`src/rtl/core/assert_macros.svh`:
```
// Assertion helpers for the core RTL.
// Each check samples on the rising edge of clk and is off while rst is high.
`ifndef ASSERT_MACROS_SVH
`define ASSERT_MACROS_SVH
`ifndef SYNTH
`define ASSERT_IMPLIES(label, pre, post, msg) \
  label: assert property (@(posedge clk) disable iff (rst) (pre) |-> (post)) else $error(msg);
`define ASSERT_NEXT(label, pre, post, msg) \
  label: assert property (@(posedge clk) disable iff (rst) (pre) |=> (post)) else $error(msg);
`define ASSERT_NEVER(label, cond, msg) \
  label: assert property (@(posedge clk) disable iff (rst) !(cond)) else $error(msg);
`else
`define ASSERT_IMPLIES(label, pre, post, msg)
`define ASSERT_NEXT(label, pre, post, msg)
`define ASSERT_NEVER(label, cond, msg)
`endif
`endif

```
`src/rtl/core/usbe0_pkg.sv`:
```
package usbe0_pkg;

  // Control endpoint mode
  typedef enum logic [2:0] {
    MODE_IDLE  = 3'b001,
    MODE_TX    = 3'b010,
    MODE_STALL = 3'b100
  } ctl_mode_t;

  // Classified request, as handed from the front to the back
  typedef enum logic [3:0] {
    CMD_STALL,
    CMD_REPLY,
    CMD_STATUS_EP,
    CMD_GET_CONFIG,
    CMD_CLEAR_HALT,
    CMD_SET_HALT,
    CMD_SET_ADDRESS,
    CMD_SET_CONFIG,
    CMD_SET_INTERFACE
  } cmd_t;

  // Standard request codes
  localparam logic [7:0] REQ_GET_STATUS        = 8'h00;
  localparam logic [7:0] REQ_CLEAR_FEATURE     = 8'h01;
  localparam logic [7:0] REQ_SET_FEATURE       = 8'h03;
  localparam logic [7:0] REQ_SET_ADDRESS       = 8'h05;
  localparam logic [7:0] REQ_GET_DESCRIPTOR    = 8'h06;
  localparam logic [7:0] REQ_GET_CONFIGURATION = 8'h08;
  localparam logic [7:0] REQ_SET_CONFIGURATION = 8'h09;
  localparam logic [7:0] REQ_GET_INTERFACE     = 8'h0A;
  localparam logic [7:0] REQ_SET_INTERFACE     = 8'h0B;
  localparam logic [7:0] REQ_GET_MAX_LUN       = 8'hFE;

  // Request types that get status accepts
  localparam logic [7:0] RTYPE_DEVICE_IN    = 8'h80;
  localparam logic [7:0] RTYPE_INTERFACE_IN = 8'h81;
  localparam logic [7:0] RTYPE_ENDPOINT_IN  = 8'h82;

  // Endpoint addresses
  localparam logic [7:0] EP_IN1  = 8'h81;
  localparam logic [7:0] EP_OUT2 = 8'h02;

  // Descriptor types
  localparam logic [7:0] DESC_DEVICE = 8'd1;
  localparam logic [7:0] DESC_CONFIG = 8'd2;
  localparam logic [7:0] DESC_STRING = 8'd3;

  // Reply sources
  localparam logic [2:0] SRC_ZERO   = 3'd0;
  localparam logic [2:0] SRC_ONES   = 3'd1;
  localparam logic [2:0] SRC_DEVICE = 3'd2;
  localparam logic [2:0] SRC_CONFIG = 3'd3;
  localparam logic [2:0] SRC_STRING = 3'd4;

  // Endpoint status codes
  localparam logic [1:0] EPS_IDLE  = 2'd0;
  localparam logic [1:0] EPS_STALL = 2'd1;
  localparam logic [1:0] EPS_HALT  = 2'd2;

  // Device state codes
  localparam logic [1:0] STATE_ATTACHED   = 2'd0;
  localparam logic [1:0] STATE_DEFAULT    = 2'd1;
  localparam logic [1:0] STATE_ADDRESSED  = 2'd2;
  localparam logic [1:0] STATE_CONFIGURED = 2'd3;

  localparam logic [15:0] DEVICE_DESC_BYTES = 16'd18;

  // Queue between front and back
  localparam int Q_DEPTH = 2;
  localparam int Q_PTR_W = 1;
  localparam int Q_CNT_W = 2;

  // One classified word in the queue
  typedef struct packed {
    logic        setup_end;
    logic        stall_sent;
    logic        pkt_ready;
    cmd_t        cmd;
    logic [15:0] wlen;
    logic [2:0]  src;
    logic [15:0] len;
    logic [7:0]  off;
    logic        ep_in1;
    logic        ep_out2;
    logic [6:0]  addr;
    logic        cfg_on;
  } qent_t;

endpackage

```
`src/rtl/core/usbe0_in_if.sv`:
```
interface usbe0_in_if;
  logic        valid;
  logic        ready;
  logic        setup_end_flag;
  logic        stall_sent_flag;
  logic        packet_ready_flag;
  logic [7:0]  request_type;
  logic [7:0]  request_code;
  logic [7:0]  value_low;
  logic [7:0]  value_high;
  logic [7:0]  index_low;
  logic [15:0] requested_bytes;

  modport source (
    output valid, setup_end_flag, stall_sent_flag, packet_ready_flag, request_type,
           request_code, value_low, value_high, index_low, requested_bytes,
    input  ready
  );

  modport sink (
    input  valid, setup_end_flag, stall_sent_flag, packet_ready_flag, request_type,
           request_code, value_low, value_high, index_low, requested_bytes,
    output ready
  );
endinterface

```
`src/rtl/core/usbe0_out_if.sv`:
```
interface usbe0_out_if;
  logic        valid;
  logic        ready;
  logic        stall_request;
  logic        setup_acknowledged;
  logic        packet_valid;
  logic [2:0]  packet_source;
  logic [15:0] packet_offset;
  logic [6:0]  packet_bytes;
  logic        transfer_done;
  logic        address_write;
  logic [6:0]  device_address;
  logic [1:0]  device_state_out;
  logic [1:0]  in_endpoint_status;
  logic [1:0]  out_endpoint_status;

  modport source (
    output valid, stall_request, setup_acknowledged, packet_valid, packet_source,
           packet_offset, packet_bytes, transfer_done, address_write, device_address,
           device_state_out, in_endpoint_status, out_endpoint_status,
    input  ready
  );

  modport sink (
    input  valid, stall_request, setup_acknowledged, packet_valid, packet_source,
           packet_offset, packet_bytes, transfer_done, address_write, device_address,
           device_state_out, in_endpoint_status, out_endpoint_status,
    output ready
  );
endinterface

```
`src/rtl/core/usb_ep0_standard_request_engine_unit.sv`:
```
// A word is decoded and written into the queue when it is accepted; the back then
// pops it and registers its result in the output register, which is offered on res.
// Throughput: one event word per cycle; a held result fills the two-word queue,
// after which the input stalls until the result is taken.
// Reset (rst, synchronous, active high): endpoint 0 idle, both data endpoints
// stalled, device attached, reply counters zero, queue and result register empty.
module usb_ep0_standard_request_engine_unit #(
  parameter int MAX_PACKET        = 64,
  parameter int CONFIG_DESC_BYTES = 32
) (
  input logic         clk,
  input logic         rst,
  usbe0_in_if.sink    evt,
  usbe0_out_if.source res
);

  usbe0_pkg::qent_t wdata;
  usbe0_pkg::qent_t rdata;
  logic             push;
  logic             pop;
  logic             full;
  logic             q_valid;

  usbe0_front #(
    .CONFIG_DESC_BYTES(CONFIG_DESC_BYTES)
  ) u_front (
    .evt  (evt),
    .full (full),
    .push (push),
    .entry(wdata)
  );

  usbe0_queue u_queue (
    .clk    (clk),
    .rst    (rst),
    .push   (push),
    .wdata  (wdata),
    .full   (full),
    .q_valid(q_valid),
    .pop    (pop),
    .rdata  (rdata)
  );

  usbe0_back #(
    .MAX_PACKET(MAX_PACKET)
  ) u_back (
    .clk    (clk),
    .rst    (rst),
    .q_valid(q_valid),
    .entry  (rdata),
    .pop    (pop),
    .res    (res)
  );

endmodule

```
`src/rtl/core/usbe0_front.sv`:
```
module usbe0_front #(
  parameter int CONFIG_DESC_BYTES = 32
) (
  usbe0_in_if.sink         evt,
  input  logic             full,
  output logic             push,
  output usbe0_pkg::qent_t entry
);

  localparam logic [15:0] CfgLen = 16'(CONFIG_DESC_BYTES);

  logic ep_in1;
  logic ep_out2;
  logic halt_ok;

  // Take a word whenever the queue has room
  assign evt.ready = !full;
  assign push      = evt.valid && !full;

  assign ep_in1  = (evt.index_low == usbe0_pkg::EP_IN1);
  assign ep_out2 = (evt.index_low == usbe0_pkg::EP_OUT2);
  assign halt_ok = evt.request_type[1] && (evt.value_low == 8'd0) && (ep_in1 || ep_out2);

  // Classify the setup packet; state-dependent parts are left to the back
  always_comb begin
    entry            = '0;
    entry.setup_end  = evt.setup_end_flag;
    entry.stall_sent = evt.stall_sent_flag;
    entry.pkt_ready  = evt.packet_ready_flag;
    entry.wlen       = evt.requested_bytes;
    entry.ep_in1     = ep_in1;
    entry.ep_out2    = ep_out2;
    entry.addr       = evt.value_low[6:0];
    entry.cfg_on     = (evt.value_low != 8'd0);
    entry.cmd        = usbe0_pkg::CMD_STALL;
    entry.src        = usbe0_pkg::SRC_ZERO;
    entry.len        = 16'd0;
    entry.off        = 8'd0;
    case (evt.request_code)
      usbe0_pkg::REQ_GET_STATUS: begin
        entry.len = 16'd2;
        if (evt.request_type inside {usbe0_pkg::RTYPE_DEVICE_IN,
                                     usbe0_pkg::RTYPE_INTERFACE_IN}) begin
          entry.cmd = usbe0_pkg::CMD_REPLY;
        end else if (evt.request_type == usbe0_pkg::RTYPE_ENDPOINT_IN) begin
          entry.cmd = usbe0_pkg::CMD_STATUS_EP;
        end
      end
      usbe0_pkg::REQ_CLEAR_FEATURE: begin
        if (halt_ok) entry.cmd = usbe0_pkg::CMD_CLEAR_HALT;
      end
      usbe0_pkg::REQ_SET_FEATURE: begin
        if (halt_ok) entry.cmd = usbe0_pkg::CMD_SET_HALT;
      end
      usbe0_pkg::REQ_SET_ADDRESS: begin
        entry.cmd = usbe0_pkg::CMD_SET_ADDRESS;
      end
      usbe0_pkg::REQ_GET_DESCRIPTOR: begin
        case (evt.value_high)
          usbe0_pkg::DESC_DEVICE: begin
            entry.cmd = usbe0_pkg::CMD_REPLY;
            entry.src = usbe0_pkg::SRC_DEVICE;
            entry.len = (evt.requested_bytes > usbe0_pkg::DEVICE_DESC_BYTES) ?
                        usbe0_pkg::DEVICE_DESC_BYTES : evt.requested_bytes;
          end
          usbe0_pkg::DESC_CONFIG: begin
            entry.cmd = usbe0_pkg::CMD_REPLY;
            entry.src = usbe0_pkg::SRC_CONFIG;
            entry.len = (evt.requested_bytes > CfgLen) ? CfgLen : evt.requested_bytes;
          end
          usbe0_pkg::DESC_STRING: begin
            entry.cmd = usbe0_pkg::CMD_REPLY;
            entry.src = usbe0_pkg::SRC_STRING;
            entry.len = evt.requested_bytes;
            entry.off = evt.value_low;
          end
          default: entry.cmd = usbe0_pkg::CMD_STALL;
        endcase
      end
      usbe0_pkg::REQ_GET_CONFIGURATION: begin
        entry.cmd = usbe0_pkg::CMD_GET_CONFIG;
        entry.len = 16'd1;
      end
      usbe0_pkg::REQ_SET_CONFIGURATION: begin
        entry.cmd = usbe0_pkg::CMD_SET_CONFIG;
      end
      usbe0_pkg::REQ_GET_INTERFACE, usbe0_pkg::REQ_GET_MAX_LUN: begin
        entry.cmd = usbe0_pkg::CMD_REPLY;
        entry.len = 16'd1;
      end
      usbe0_pkg::REQ_SET_INTERFACE: begin
        entry.cmd = usbe0_pkg::CMD_SET_INTERFACE;
      end
      default: entry.cmd = usbe0_pkg::CMD_STALL;
    endcase
  end

endmodule

```
`src/rtl/core/usbe0_queue.sv`:
```
module usbe0_queue (
  input  logic             clk,
  input  logic             rst,
  input  logic             push,
  input  usbe0_pkg::qent_t wdata,
  output logic             full,
  output logic             q_valid,
  input  logic             pop,
  output usbe0_pkg::qent_t rdata
);

  usbe0_pkg::qent_t                   mem [usbe0_pkg::Q_DEPTH];
  logic [usbe0_pkg::Q_PTR_W-1:0]      wr_ptr;
  logic [usbe0_pkg::Q_PTR_W-1:0]      rd_ptr;
  logic [usbe0_pkg::Q_CNT_W-1:0]      count;

  assign full    = (count == usbe0_pkg::Q_CNT_W'(usbe0_pkg::Q_DEPTH));
  assign q_valid = (count != '0);
  assign rdata   = mem[rd_ptr];

  // Store the incoming word
  always_ff @(posedge clk) begin
    if (push) mem[wr_ptr] <= wdata;
  end

  // Advance pointers and fill count
  always_ff @(posedge clk) begin
    if (rst) begin
      wr_ptr <= '0;
      rd_ptr <= '0;
      count  <= '0;
    end else begin
      if (push) wr_ptr <= wr_ptr + 1'b1;
      if (pop)  rd_ptr <= rd_ptr + 1'b1;
      if (push && !pop)      count <= count + 1'b1;
      else if (pop && !push) count <= count - 1'b1;
    end
  end

endmodule

```
`src/rtl/core/usbe0_back.sv`:
```
`include "assert_macros.svh"

module usbe0_back #(
  parameter int MAX_PACKET = 64
) (
  input  logic             clk,
  input  logic             rst,
  input  logic             q_valid,
  input  usbe0_pkg::qent_t entry,
  output logic             pop,
  usbe0_out_if.source      res
);

  localparam logic [15:0] MaxPkt16 = 16'(MAX_PACKET);
  localparam logic [6:0]  MaxPkt7  = 7'(MAX_PACKET);

  typedef struct packed {
    logic        stall;
    logic        ack;
    logic        pvalid;
    logic [2:0]  psrc;
    logic [15:0] poff;
    logic [6:0]  pbytes;
    logic        done;
    logic        awrite;
    logic [6:0]  addr;
    logic [1:0]  dev;
    logic [1:0]  in_eps;
    logic [1:0]  out_eps;
  } rsp_t;

  // Endpoint-0 state
  usbe0_pkg::ctl_mode_t ctl_mode, ctl_mode_next;
  logic [1:0]  in_mode, in_mode_next;
  logic [1:0]  out_mode, out_mode_next;
  logic [1:0]  dev_state, dev_state_next;
  logic [15:0] remaining, remaining_next;
  logic [15:0] sent, sent_next;
  logic [2:0]  rsrc, rsrc_next;
  logic [15:0] roff, roff_next;
  logic [15:0] latched, latched_next;

  // Output register
  logic out_valid;
  rsp_t out_word;
  rsp_t rsp_next;

  // Values after the setup decode, before the packet step
  usbe0_pkg::ctl_mode_t mode_a, mode_e;
  logic [2:0]  src_e;
  logic [15:0] off_e;
  logic [15:0] rem_e;
  logic [15:0] sent_e;
  logic        in_halt_hit;

  // Pop when the output register is free or being emptied
  assign pop = q_valid && (!out_valid || res.ready);

  assign in_halt_hit = (entry.ep_in1 && (in_mode == usbe0_pkg::EPS_HALT)) ||
                       (entry.ep_out2 && (out_mode == usbe0_pkg::EPS_HALT));

  // Decode the setup word against the current state
  always_comb begin
    rsp_next       = '0;
    mode_a         = (entry.setup_end || entry.stall_sent) ? usbe0_pkg::MODE_IDLE : ctl_mode;
    mode_e         = mode_a;
    src_e          = rsrc;
    off_e          = roff;
    rem_e          = remaining;
    sent_e         = sent;
    latched_next   = latched;
    in_mode_next   = in_mode;
    out_mode_next  = out_mode;
    dev_state_next = dev_state;
    if (entry.pkt_ready && (mode_a == usbe0_pkg::MODE_IDLE)) begin
      latched_next = entry.wlen;
      case (entry.cmd)
        usbe0_pkg::CMD_REPLY, usbe0_pkg::CMD_STATUS_EP, usbe0_pkg::CMD_GET_CONFIG: begin
          src_e = entry.src;
          if (entry.cmd == usbe0_pkg::CMD_STATUS_EP && in_halt_hit) begin
            src_e = usbe0_pkg::SRC_ONES;
          end
          if (entry.cmd == usbe0_pkg::CMD_GET_CONFIG &&
              dev_state == usbe0_pkg::STATE_CONFIGURED) begin
            src_e = usbe0_pkg::SRC_ONES;
          end
          off_e        = {8'd0, entry.off};
          rem_e        = entry.len;
          sent_e       = 16'd0;
          mode_e       = usbe0_pkg::MODE_TX;
          rsp_next.ack = 1'b1;
        end
        usbe0_pkg::CMD_CLEAR_HALT, usbe0_pkg::CMD_SET_HALT: begin
          if (entry.ep_in1) begin
            in_mode_next = (entry.cmd == usbe0_pkg::CMD_CLEAR_HALT) ?
                           usbe0_pkg::EPS_IDLE : usbe0_pkg::EPS_HALT;
          end else begin
            out_mode_next = (entry.cmd == usbe0_pkg::CMD_CLEAR_HALT) ?
                            usbe0_pkg::EPS_IDLE : usbe0_pkg::EPS_HALT;
          end
          rsp_next.ack  = 1'b1;
          rsp_next.done = 1'b1;
        end
        usbe0_pkg::CMD_SET_ADDRESS: begin
          if (entry.addr != 7'd0) begin
            dev_state_next  = usbe0_pkg::STATE_ADDRESSED;
            rsp_next.awrite = 1'b1;
            rsp_next.addr   = entry.addr;
          end else begin
            dev_state_next = usbe0_pkg::STATE_DEFAULT;
          end
          mode_e        = usbe0_pkg::MODE_IDLE;
          rsp_next.ack  = 1'b1;
          rsp_next.done = 1'b1;
        end
        usbe0_pkg::CMD_SET_CONFIG: begin
          if (entry.cfg_on) begin
            dev_state_next = usbe0_pkg::STATE_CONFIGURED;
            in_mode_next   = usbe0_pkg::EPS_IDLE;
            out_mode_next  = usbe0_pkg::EPS_IDLE;
          end else begin
            dev_state_next = usbe0_pkg::STATE_ADDRESSED;
            in_mode_next   = usbe0_pkg::EPS_STALL;
            out_mode_next  = usbe0_pkg::EPS_STALL;
          end
          rsp_next.ack  = 1'b1;
          rsp_next.done = 1'b1;
        end
        usbe0_pkg::CMD_SET_INTERFACE: begin
          rsp_next.ack  = 1'b1;
          rsp_next.done = 1'b1;
        end
        default: begin
          rsp_next.stall = 1'b1;
          mode_e         = usbe0_pkg::MODE_STALL;
        end
      endcase
    end

    // Send one packet of the reply
    ctl_mode_next  = mode_e;
    rsrc_next      = src_e;
    roff_next      = off_e;
    remaining_next = rem_e;
    sent_next      = sent_e;
    if (mode_e == usbe0_pkg::MODE_TX) begin
      rsp_next.pvalid = 1'b1;
      rsp_next.psrc   = src_e;
      rsp_next.poff   = off_e;
      if (rem_e >= MaxPkt16) begin
        rsp_next.pbytes = MaxPkt7;
        roff_next       = off_e + MaxPkt16;
        remaining_next  = rem_e - MaxPkt16;
        sent_next       = sent_e + MaxPkt16;
      end else begin
        rsp_next.pbytes = rem_e[6:0];
        rsp_next.done   = 1'b1;
        ctl_mode_next   = usbe0_pkg::MODE_IDLE;
      end
      if (sent_next == latched_next) begin
        rsp_next.done = 1'b1;
        ctl_mode_next = usbe0_pkg::MODE_IDLE;
      end
    end
    rsp_next.dev     = dev_state_next;
    rsp_next.in_eps  = in_mode_next;
    rsp_next.out_eps = out_mode_next;
  end

  // Commit state on each popped word
  always_ff @(posedge clk) begin
    if (rst) begin
      ctl_mode  <= usbe0_pkg::MODE_IDLE;
      in_mode   <= usbe0_pkg::EPS_STALL;
      out_mode  <= usbe0_pkg::EPS_STALL;
      dev_state <= usbe0_pkg::STATE_ATTACHED;
      remaining <= '0;
      sent      <= '0;
      rsrc      <= '0;
      roff      <= '0;
      latched   <= '0;
    end else if (pop) begin
      ctl_mode  <= ctl_mode_next;
      in_mode   <= in_mode_next;
      out_mode  <= out_mode_next;
      dev_state <= dev_state_next;
      remaining <= remaining_next;
      sent      <= sent_next;
      rsrc      <= rsrc_next;
      roff      <= roff_next;
      latched   <= latched_next;
    end
  end

  // Hold the result word until taken
  always_ff @(posedge clk) begin
    if (rst) begin
      out_valid <= 1'b0;
    end else if (pop) begin
      out_valid <= 1'b1;
    end else if (res.ready) begin
      out_valid <= 1'b0;
    end
  end

  always_ff @(posedge clk) begin
    if (pop) out_word <= rsp_next;
  end

  assign res.valid               = out_valid;
  assign res.stall_request       = out_word.stall;
  assign res.setup_acknowledged  = out_word.ack;
  assign res.packet_valid        = out_word.pvalid;
  assign res.packet_source       = out_word.psrc;
  assign res.packet_offset       = out_word.poff;
  assign res.packet_bytes        = out_word.pbytes;
  assign res.transfer_done       = out_word.done;
  assign res.address_write       = out_word.awrite;
  assign res.device_address      = out_word.addr;
  assign res.device_state_out    = out_word.dev;
  assign res.in_endpoint_status  = out_word.in_eps;
  assign res.out_endpoint_status = out_word.out_eps;

  `ASSERT_NEVER(a_stall_with_ack,
    res.valid && res.stall_request && res.setup_acknowledged, "stall and acknowledge in one word")
  `ASSERT_IMPLIES(a_packet_size, res.valid && res.packet_valid,
    res.packet_bytes <= MaxPkt7, "packet longer than max packet")
  `ASSERT_IMPLIES(a_no_packet_clean, res.valid && !res.packet_valid,
    res.packet_bytes == 7'd0 && res.packet_offset == 16'd0, "packet fields set without a packet")
  `ASSERT_NEXT(a_stall_holds, pop && rsp_next.stall,
    ctl_mode == usbe0_pkg::MODE_STALL, "stall did not enter stall mode")

endmodule
```
`src/flat_wrapper.sv`:
```
// flat-port wrapper written by rule: the top's interface ports become plain ports
module usb_ep0_standard_request_engine_unit_flat 
#(
  parameter int MAX_PACKET        = 64,
  parameter int CONFIG_DESC_BYTES = 32
)
  (clk, rst, evt_valid, evt_setup_end_flag, evt_stall_sent_flag, evt_packet_ready_flag, evt_request_type, evt_request_code, evt_value_low, evt_value_high, evt_index_low, evt_requested_bytes, evt_ready, res_valid, res_stall_request, res_setup_acknowledged, res_packet_valid, res_packet_source, res_packet_offset, res_packet_bytes, res_transfer_done, res_address_write, res_device_address, res_device_state_out, res_in_endpoint_status, res_out_endpoint_status, res_ready);
  usbe0_in_if evt_i ();
  usbe0_out_if res_i ();
  input logic clk;
  input logic rst;
  input wire logic [$bits(evt_i.valid)-1:0] evt_valid;
  input wire logic [$bits(evt_i.setup_end_flag)-1:0] evt_setup_end_flag;
  input wire logic [$bits(evt_i.stall_sent_flag)-1:0] evt_stall_sent_flag;
  input wire logic [$bits(evt_i.packet_ready_flag)-1:0] evt_packet_ready_flag;
  input wire logic [$bits(evt_i.request_type)-1:0] evt_request_type;
  input wire logic [$bits(evt_i.request_code)-1:0] evt_request_code;
  input wire logic [$bits(evt_i.value_low)-1:0] evt_value_low;
  input wire logic [$bits(evt_i.value_high)-1:0] evt_value_high;
  input wire logic [$bits(evt_i.index_low)-1:0] evt_index_low;
  input wire logic [$bits(evt_i.requested_bytes)-1:0] evt_requested_bytes;
  output wire logic [$bits(evt_i.ready)-1:0] evt_ready;
  output wire logic [$bits(res_i.valid)-1:0] res_valid;
  output wire logic [$bits(res_i.stall_request)-1:0] res_stall_request;
  output wire logic [$bits(res_i.setup_acknowledged)-1:0] res_setup_acknowledged;
  output wire logic [$bits(res_i.packet_valid)-1:0] res_packet_valid;
  output wire logic [$bits(res_i.packet_source)-1:0] res_packet_source;
  output wire logic [$bits(res_i.packet_offset)-1:0] res_packet_offset;
  output wire logic [$bits(res_i.packet_bytes)-1:0] res_packet_bytes;
  output wire logic [$bits(res_i.transfer_done)-1:0] res_transfer_done;
  output wire logic [$bits(res_i.address_write)-1:0] res_address_write;
  output wire logic [$bits(res_i.device_address)-1:0] res_device_address;
  output wire logic [$bits(res_i.device_state_out)-1:0] res_device_state_out;
  output wire logic [$bits(res_i.in_endpoint_status)-1:0] res_in_endpoint_status;
  output wire logic [$bits(res_i.out_endpoint_status)-1:0] res_out_endpoint_status;
  input wire logic [$bits(res_i.ready)-1:0] res_ready;
  assign evt_i.valid = evt_valid;
  assign evt_i.setup_end_flag = evt_setup_end_flag;
  assign evt_i.stall_sent_flag = evt_stall_sent_flag;
  assign evt_i.packet_ready_flag = evt_packet_ready_flag;
  assign evt_i.request_type = evt_request_type;
  assign evt_i.request_code = evt_request_code;
  assign evt_i.value_low = evt_value_low;
  assign evt_i.value_high = evt_value_high;
  assign evt_i.index_low = evt_index_low;
  assign evt_i.requested_bytes = evt_requested_bytes;
  assign evt_ready = evt_i.ready;
  assign res_valid = res_i.valid;
  assign res_stall_request = res_i.stall_request;
  assign res_setup_acknowledged = res_i.setup_acknowledged;
  assign res_packet_valid = res_i.packet_valid;
  assign res_packet_source = res_i.packet_source;
  assign res_packet_offset = res_i.packet_offset;
  assign res_packet_bytes = res_i.packet_bytes;
  assign res_transfer_done = res_i.transfer_done;
  assign res_address_write = res_i.address_write;
  assign res_device_address = res_i.device_address;
  assign res_device_state_out = res_i.device_state_out;
  assign res_in_endpoint_status = res_i.in_endpoint_status;
  assign res_out_endpoint_status = res_i.out_endpoint_status;
  assign res_i.ready = res_ready;
  usb_ep0_standard_request_engine_unit #(.MAX_PACKET(MAX_PACKET), .CONFIG_DESC_BYTES(CONFIG_DESC_BYTES)) u_core (.clk(clk), .rst(rst), .evt(evt_i), .res(res_i));
endmodule
```
`config.mk`:
```
export PLATFORM = sky130hd
export DESIGN_NAME = usb_ep0_standard_request_engine_unit_flat
export DESIGN_NICKNAME = d
export VERILOG_FILES = /design/src/rtl/core/usbe0_pkg.sv /design/src/rtl/core/usbe0_in_if.sv /design/src/rtl/core/usbe0_out_if.sv /design/src/rtl/core/usb_ep0_standard_request_engine_unit.sv /design/src/rtl/core/usbe0_front.sv /design/src/rtl/core/usbe0_queue.sv /design/src/rtl/core/usbe0_back.sv /design/src/flat_wrapper.sv
export VERILOG_INCLUDE_DIRS = /design/src /design/src/rtl/core
export SDC_FILE = /design/constraint.sdc
export NUM_CORES = 1
export LEC_CHECK = 0
export BUFFER_PORTS_ARGS = -buffer_cell sky130_fd_sc_hd__buf_2
export CORE_MARGIN = 4
export CORE_UTILIZATION = 35
export DETAILED_ROUTE_END_ITERATION = 6
export SLEW_MARGIN = 20
export SYNTH_ARGS = -nofsm -noshare
export SYNTH_HDL_FRONTEND = slang
export SYNTH_HIERARCHICAL = 1
export SYNTH_SLANG_ARGS = --single-unit
```
`constraint.sdc`:
```
create_clock -name clk -period 4.6 [get_ports clk]
set_input_delay 0.23 -clock clk [delete_from_list [all_inputs] [get_ports clk]]
set_output_delay 0.23 -clock clk [all_outputs]
set_load 0.02 [all_outputs]
```
# Word level (Yosys, flattened, before mapping)
# Memories as Yosys holds them, arrays and structs flattened. A register that Yosys moved wholly into a read port is not among the register bits.
# Cells that the tools add are included.
[classes]
n_eq_ne = 32
n_reduce_logical = 38
bitwise = 1
mul = 0
div = 0
addsub = 7
order_cmp = 3
mux = 67
n_shift = 0
[op_table]
columns = ["op", "n"]
rows = [
  ["2-to-1 mux 16 bit", 16],
  ["one-hot mux 19 bit (3 select lines)", 1],
  ["one-hot mux 16 bit (3 select lines)", 1],
  ["== test 8 bit, second input constant", 5],
  ["2-to-1 mux 3 bit", 12],
  ["one-hot mux 4 bit (9 select lines)", 1],
  ["adder 16 x 7 -> 16 bit, second input constant", 2],
  ["== test 8 x 2 -> 1 bit, second input constant", 4],
  ["== test 8 x 4 -> 1 bit, second input constant", 4],
  ["2-to-1 mux 8 bit", 4],
  ["2-to-1 mux 28 bit", 1],
  ["2-to-1 mux 2 bit", 10],
  ["== test 16 bit", 1],
  ["== test 4 x 3 -> 1 bit, second input constant", 4],
  ["== test 8 x 1 -> 1 bit, second input constant", 2],
  ["== test 8 x 3 -> 1 bit, second input constant", 2],
  ["greater-or-equal comparator 16 x 7 -> 1 bit, second input constant", 1],
  ["> comparator 16 x 5 -> 1 bit, second input constant", 1],
  ["> comparator 16 x 6 -> 1 bit, second input constant", 1],
  ["zero test 8 bit", 2],
  ["subtractor 16 x 7 -> 16 bit, second input constant", 1],
  ["2-to-1 mux 1 bit", 14],
  ["one-hot mux 2 bit (2 select lines)", 3],
  ["logical AND 1 bit", 11],
  ["26 further kinds", 44],
]
[word_totals]
reg_bits = 125
mem_count = 1
mem_bits_ro = 0
elab_cells = 175
ram_bits = 120
latch_bits = 0
[memory_table]
columns = ["name", "words", "width", "rd", "rd_ports_with_merged_regs", "wr", "line", "source"]
rows = [
  ["u_core.u_queue.mem", 2, 60, 1, 1, 1, "usbe0_queue.sv:12", "usbe0_pkg::qent_t mem [usbe0_pkg::Q_DEPTH];"],
]

# Longest topological paths before layout
[depth]
word_depth = 11
depth_mapped = 21
depth_no_buf = 16

# Hierarchy
# The synthesis kept the hierarchy.
[by_module_without_submodules]
columns = ["mod", "area_each_um2", "cells_each", "seq_area_each_um2", "n_inst"]
rows = [
  ["usbe0_back", 6577.6, 795, 2862.7, 1],
  ["usbe0_queue", 4524.3, 209, 3703.6, 1],
  ["usbe0_front", 853.3, 131, 0.0, 1],
]

# Worst setup path after synthesis
# No wires, ideal clock.
[synth_timing]
kind = "reg2reg"
start = "register with a tool-made name"
end = "register u_core.u_back.ctl_mode[1]"
required_time_ps = 4469
slack_ps = 4
path_stages_with_launch = 22
synth_period_minus_slack_ps = 4596
t_arrival_ps = 4465
path_cell_list = "dfxtp_1 > buf_2 > buf_2 > mux2_2 > or2_1 > clkbuf_1 > o2111ai_1 > clkbuf_1 > clkbuf_1 > clkbuf_1 > clkbuf_1 > and2_1 > ha_1 > nand2_1 > nor2_1 > nor4bb_1 > xnor2_1 > mux2i_1 > nor4_1 > nand4_1 > nand3_1 > o22ai_1"
[synth_rtl]
columns = ["element", "line", "source"]
rows = [
  ["end signal: assignment", "usbe0_back.sv:173", "ctl_mode <= usbe0_pkg::MODE_IDLE;"],
  ["end signal: assignment", "usbe0_back.sv:183", "ctl_mode <= ctl_mode_next;"],
  ["end: declaration", "usbe0_back.sv:33", "usbe0_pkg::ctl_mode_t ctl_mode, ctl_mode_next;"],
]

==> results.sh <==
export IMPL_cts_setup_buffers=0
export IMPL_p_leak_nw=4.93
export IMPL_rows=67
export IMPL_slew_headroom=0.431
export IMPL_avgRoutedWirePerCell_um=17.8
export IMPL_critPathRequiredTime_ns=5.02
export IMPL_synth_edf_count=164
export IMPL_yosysMostFrequentCell="edfxtp_1"
export IMPL_cts_made_buffers=27
export IMPL_nFillCells=3214
export IMPL_finish_instance_area_um2=14000
export IMPL_drive_gt1_frac=0.214
export IMPL_synth_top_cell_area_share=0.412
export IMPL_antenna_cells=0
export IMPL_clkLatencyLatePin_ns=0.54
export IMPL_drc_errors=0
export IMPL_cts_sinks=246
export IMPL_ir_worst_vdd_mv=0.356
export IMPL_place_area_um2=12800
export IMPL_period_minus_slack_ns=4.32
export IMPL_setup_tns_ns=0
export IMPL_grt_pass1_vias=8469
export IMPL_syn_area_per_cell_um2=10.5
export IMPL_dp_hpwl_um=20700
export IMPL_grt_remaining_overflow=0
export IMPL_yosys_area_top_type="edfxtp_1"
export IMPL_tightest_slew_ns=0.845
export IMPL_grt_use_total=0.161
export IMPL_cp_buffers_inverters=1
export IMPL_path_cells="mux2_2 -> or2_1 -> o2111a_2 -> mux2i_1 -> ha_1 -> nor4b_4 -> a21oi_1 -> mux2_2 -> a211oi_4 -> buf_4 -> nand2_1 -> a21oi_1 -> nor2_1 -> a2111oi_0"
export IMPL_crit_path_top_delay_cell="dfxtp_2"
export IMPL_clk_pin_slew_ns=0.06
export IMPL_synthCells=1135
export IMPL_area_growth_pct=17.1
export IMPL_critPathArrivalTime_ns=4.73
export IMPL_synthFlopType="edfxtp_1"
export IMPL_fin_worst_skew_ns=0.0160
export IMPL_fin_util=0.417
export IMPL_grt_pass1_wl_um=47700
export IMPL_synthTopCellsByCount="164 x edfxtp_1, 142 x nand2_1, 87 x a21oi_1"
export IMPL_critPathMaxFanout=16
export IMPL_synth_seq_cells=246
export IMPL_period_share=0.938
export IMPL_status="completed"
export IMPL_async_reset_ff_frac=0
export IMPL_antenna_found_initial=0
export IMPL_start_util=0.356
export IMPL_core_area_um2=33600
export IMPL_grt_max_degree=97
export IMPL_die_x_um=193
export IMPL_synthTopCellsByArea="edfxtp_1 41%, dfxtp_1 14%, mux2_2 6.0%, nand2_1 4.5%, a21oi_1 3.6%"
export IMPL_routed_wl_um=30200
export IMPL_pre_cts_ws_ns=0.0818
export IMPL_setup_slack_ns=0.284
export IMPL_cp_end_kind="register"
export IMPL_min_path_type="in -> reg"
export IMPL_synth_warnings=6
export IMPL_root_buffer="clkbuf_16"
export IMPL_ios=109
export IMPL_place_port_buffers=108
export IMPL_die_area_um2=37200
export IMPL_maxCapViolations=0
export IMPL_setup_viol=0
export IMPL_cp_top_family="compound AO/OA/AOI/OAI gates"
export IMPL_cts_tree="built"
export IMPL_hold_viol_final=0
export IMPL_gp_congestion=0.895
export IMPL_ant_nets=0
export IMPL_die_h_um=193
export IMPL_crit_type="reg -> reg"
export IMPL_via_per_inst=5.30
export IMPL_crit_path_max_incr_delay_ns=0.47
export IMPL_vias=9008
export IMPL_drtIter0Drc=559
export IMPL_power_density_nw_per_um2=582
export IMPL_ys_types=81
export IMPL_nNetsFinal=1300
export IMPL_crit_path_start_kind="register"
export IMPL_syn_area_um2=12000
export IMPL_dr_pass1_iters=5
export IMPL_synth_fp_nets=1204
export IMPL_cts_buffer_depth=3
export IMPL_ys_seq_area_frac=0.549
export IMPL_fmax_ghz=0.232
export IMPL_finalMaxSlewViolations=0
export IMPL_fin_hold_ws_ns=0.0985
export IMPL_h_tree_depth=1
through the flow:
stage | total power, mW | instances
floorplan | 5.05 | 1135
global placement | 5.95 | 1623
detailed placement | 5.99 | 1623
CTS | 8.18 | 1699
global route | 8.63 | 1699
finish | 8.16 | 1699
where the power goes:
part,total [mW],switching (mW),leakage [nW],internal [mW]
Clock,2.15,0.873,0.426,1.28
Combinational,2.94,1.93,2.27,1.01
Sequential,3.07,0.174,2.23,2.89
cell families (layout without fill, tap and decap cells):
kind of cell    after synthesis  count (layout)  synth area share
simple gates                438             438             0.187
flops                       246             246             0.549
compound gates              229             229             0.121
buf+inv                     116             232            0.0486
mux                          83              83            0.0762
xor+xnor                     17              17            0.0125
fa+ha+maj                     6               6           0.00628
state kept, by name, summed over array words and instances, names as in the netlist, 3 cells and up, named ones only:
name                              flops
u_core/u_back/res.packet_bytes        7
u_core/u_back/roff                   16
u_core/u_queue/mem                  120
u_core/u_back/ctl_mode                3
u_core/u_back/res.packet_offset      16
u_core/u_back/res.packet_source       3
u_core/u_back/latched                16
u_core/u_back/res.device_address      7
u_core/u_back/sent                   16
u_core/u_back/rsrc                    3
u_core/u_back/remaining              16
cells in the final DEF, fill, tap and decap left out, types with 7 or more instances in the layout:
master           n
or3_1            8
nor3_1          24
nand2_1        142
a31oi_1         12
buf_4           24
mux2i_1         17
buf_2          108
clkbuf_16       27
and2_1          31
inv_1           19
o22ai_1          9
edfxtp_1       164
nor4_1          11
nor2b_1         11
nand2b_1         7
clkbuf_1         9
dlygate4sd3_1   27
dfxtp_1         81
o21ai_0         48
or4_1           10
mux2_2          64
and3_1          29
a211oi_1        14
a21oi_1         87
nand4_1         10
nor2_1          75
nand3_1         36
xnor2_1         12
timing repair:
item                                   4_1_cts  5_1_grt
setup endpoints to repair                    0       11
endpoints found under the hold margin       53        0
resized for setup                            0        6
hold buffers                                27        0
routing by layer:
metal	vias to the layer above	global-route usage	share of wire
met4	0	0.0307	0.015
li1	4336	-	-
met2	295	0.246	0.44
met5	-	0	0
met3	31	0.0217	0.069
met1	4346	0.244	0.48
worst reg2reg max path, delay by kind of cell, from the launching register on:
family	cells	cell delay (ns)
AO/OA/AOI/OAI	5	1.38
adder cells (fa/ha/maj)	1	0.23
buffers and inverters	1	0.29
flip-flops	1	0.47
multiplexers	3	1.06
AND/OR/NAND/NOR	4	0.79
cell type report:
class	count	area, µm²	area share
sequential	246	6570	0.469
timing repair buffer	161	1030	0.0736
tap	448	561	0.0400
multi-input combinational	773	4880	0.348
clock inverter	12	158	0.0113
inverter	22	83.8	0.00599
clock buffer	37	723	0.0516
final timing paths:
path,from,slack [ns],end,cells after the start
max,register,0.28,u_core/u_back/remaining[8]$_SDFFE_PP0P_,14
min,evt_value_low[7],0.1,u_core/u_queue/mem[1][0]$_DFFE_PP_,3
max reg2reg,register,0.28,u_core/u_back/remaining[8]$_SDFFE_PP0P_,14
min reg2reg,u_core/u_back/latched[14]$_SDFFE_PP0P_,0.45,u_core/u_back/latched[14]$_SDFFE_PP0P_,2
(Power assumes the default switching activity.)
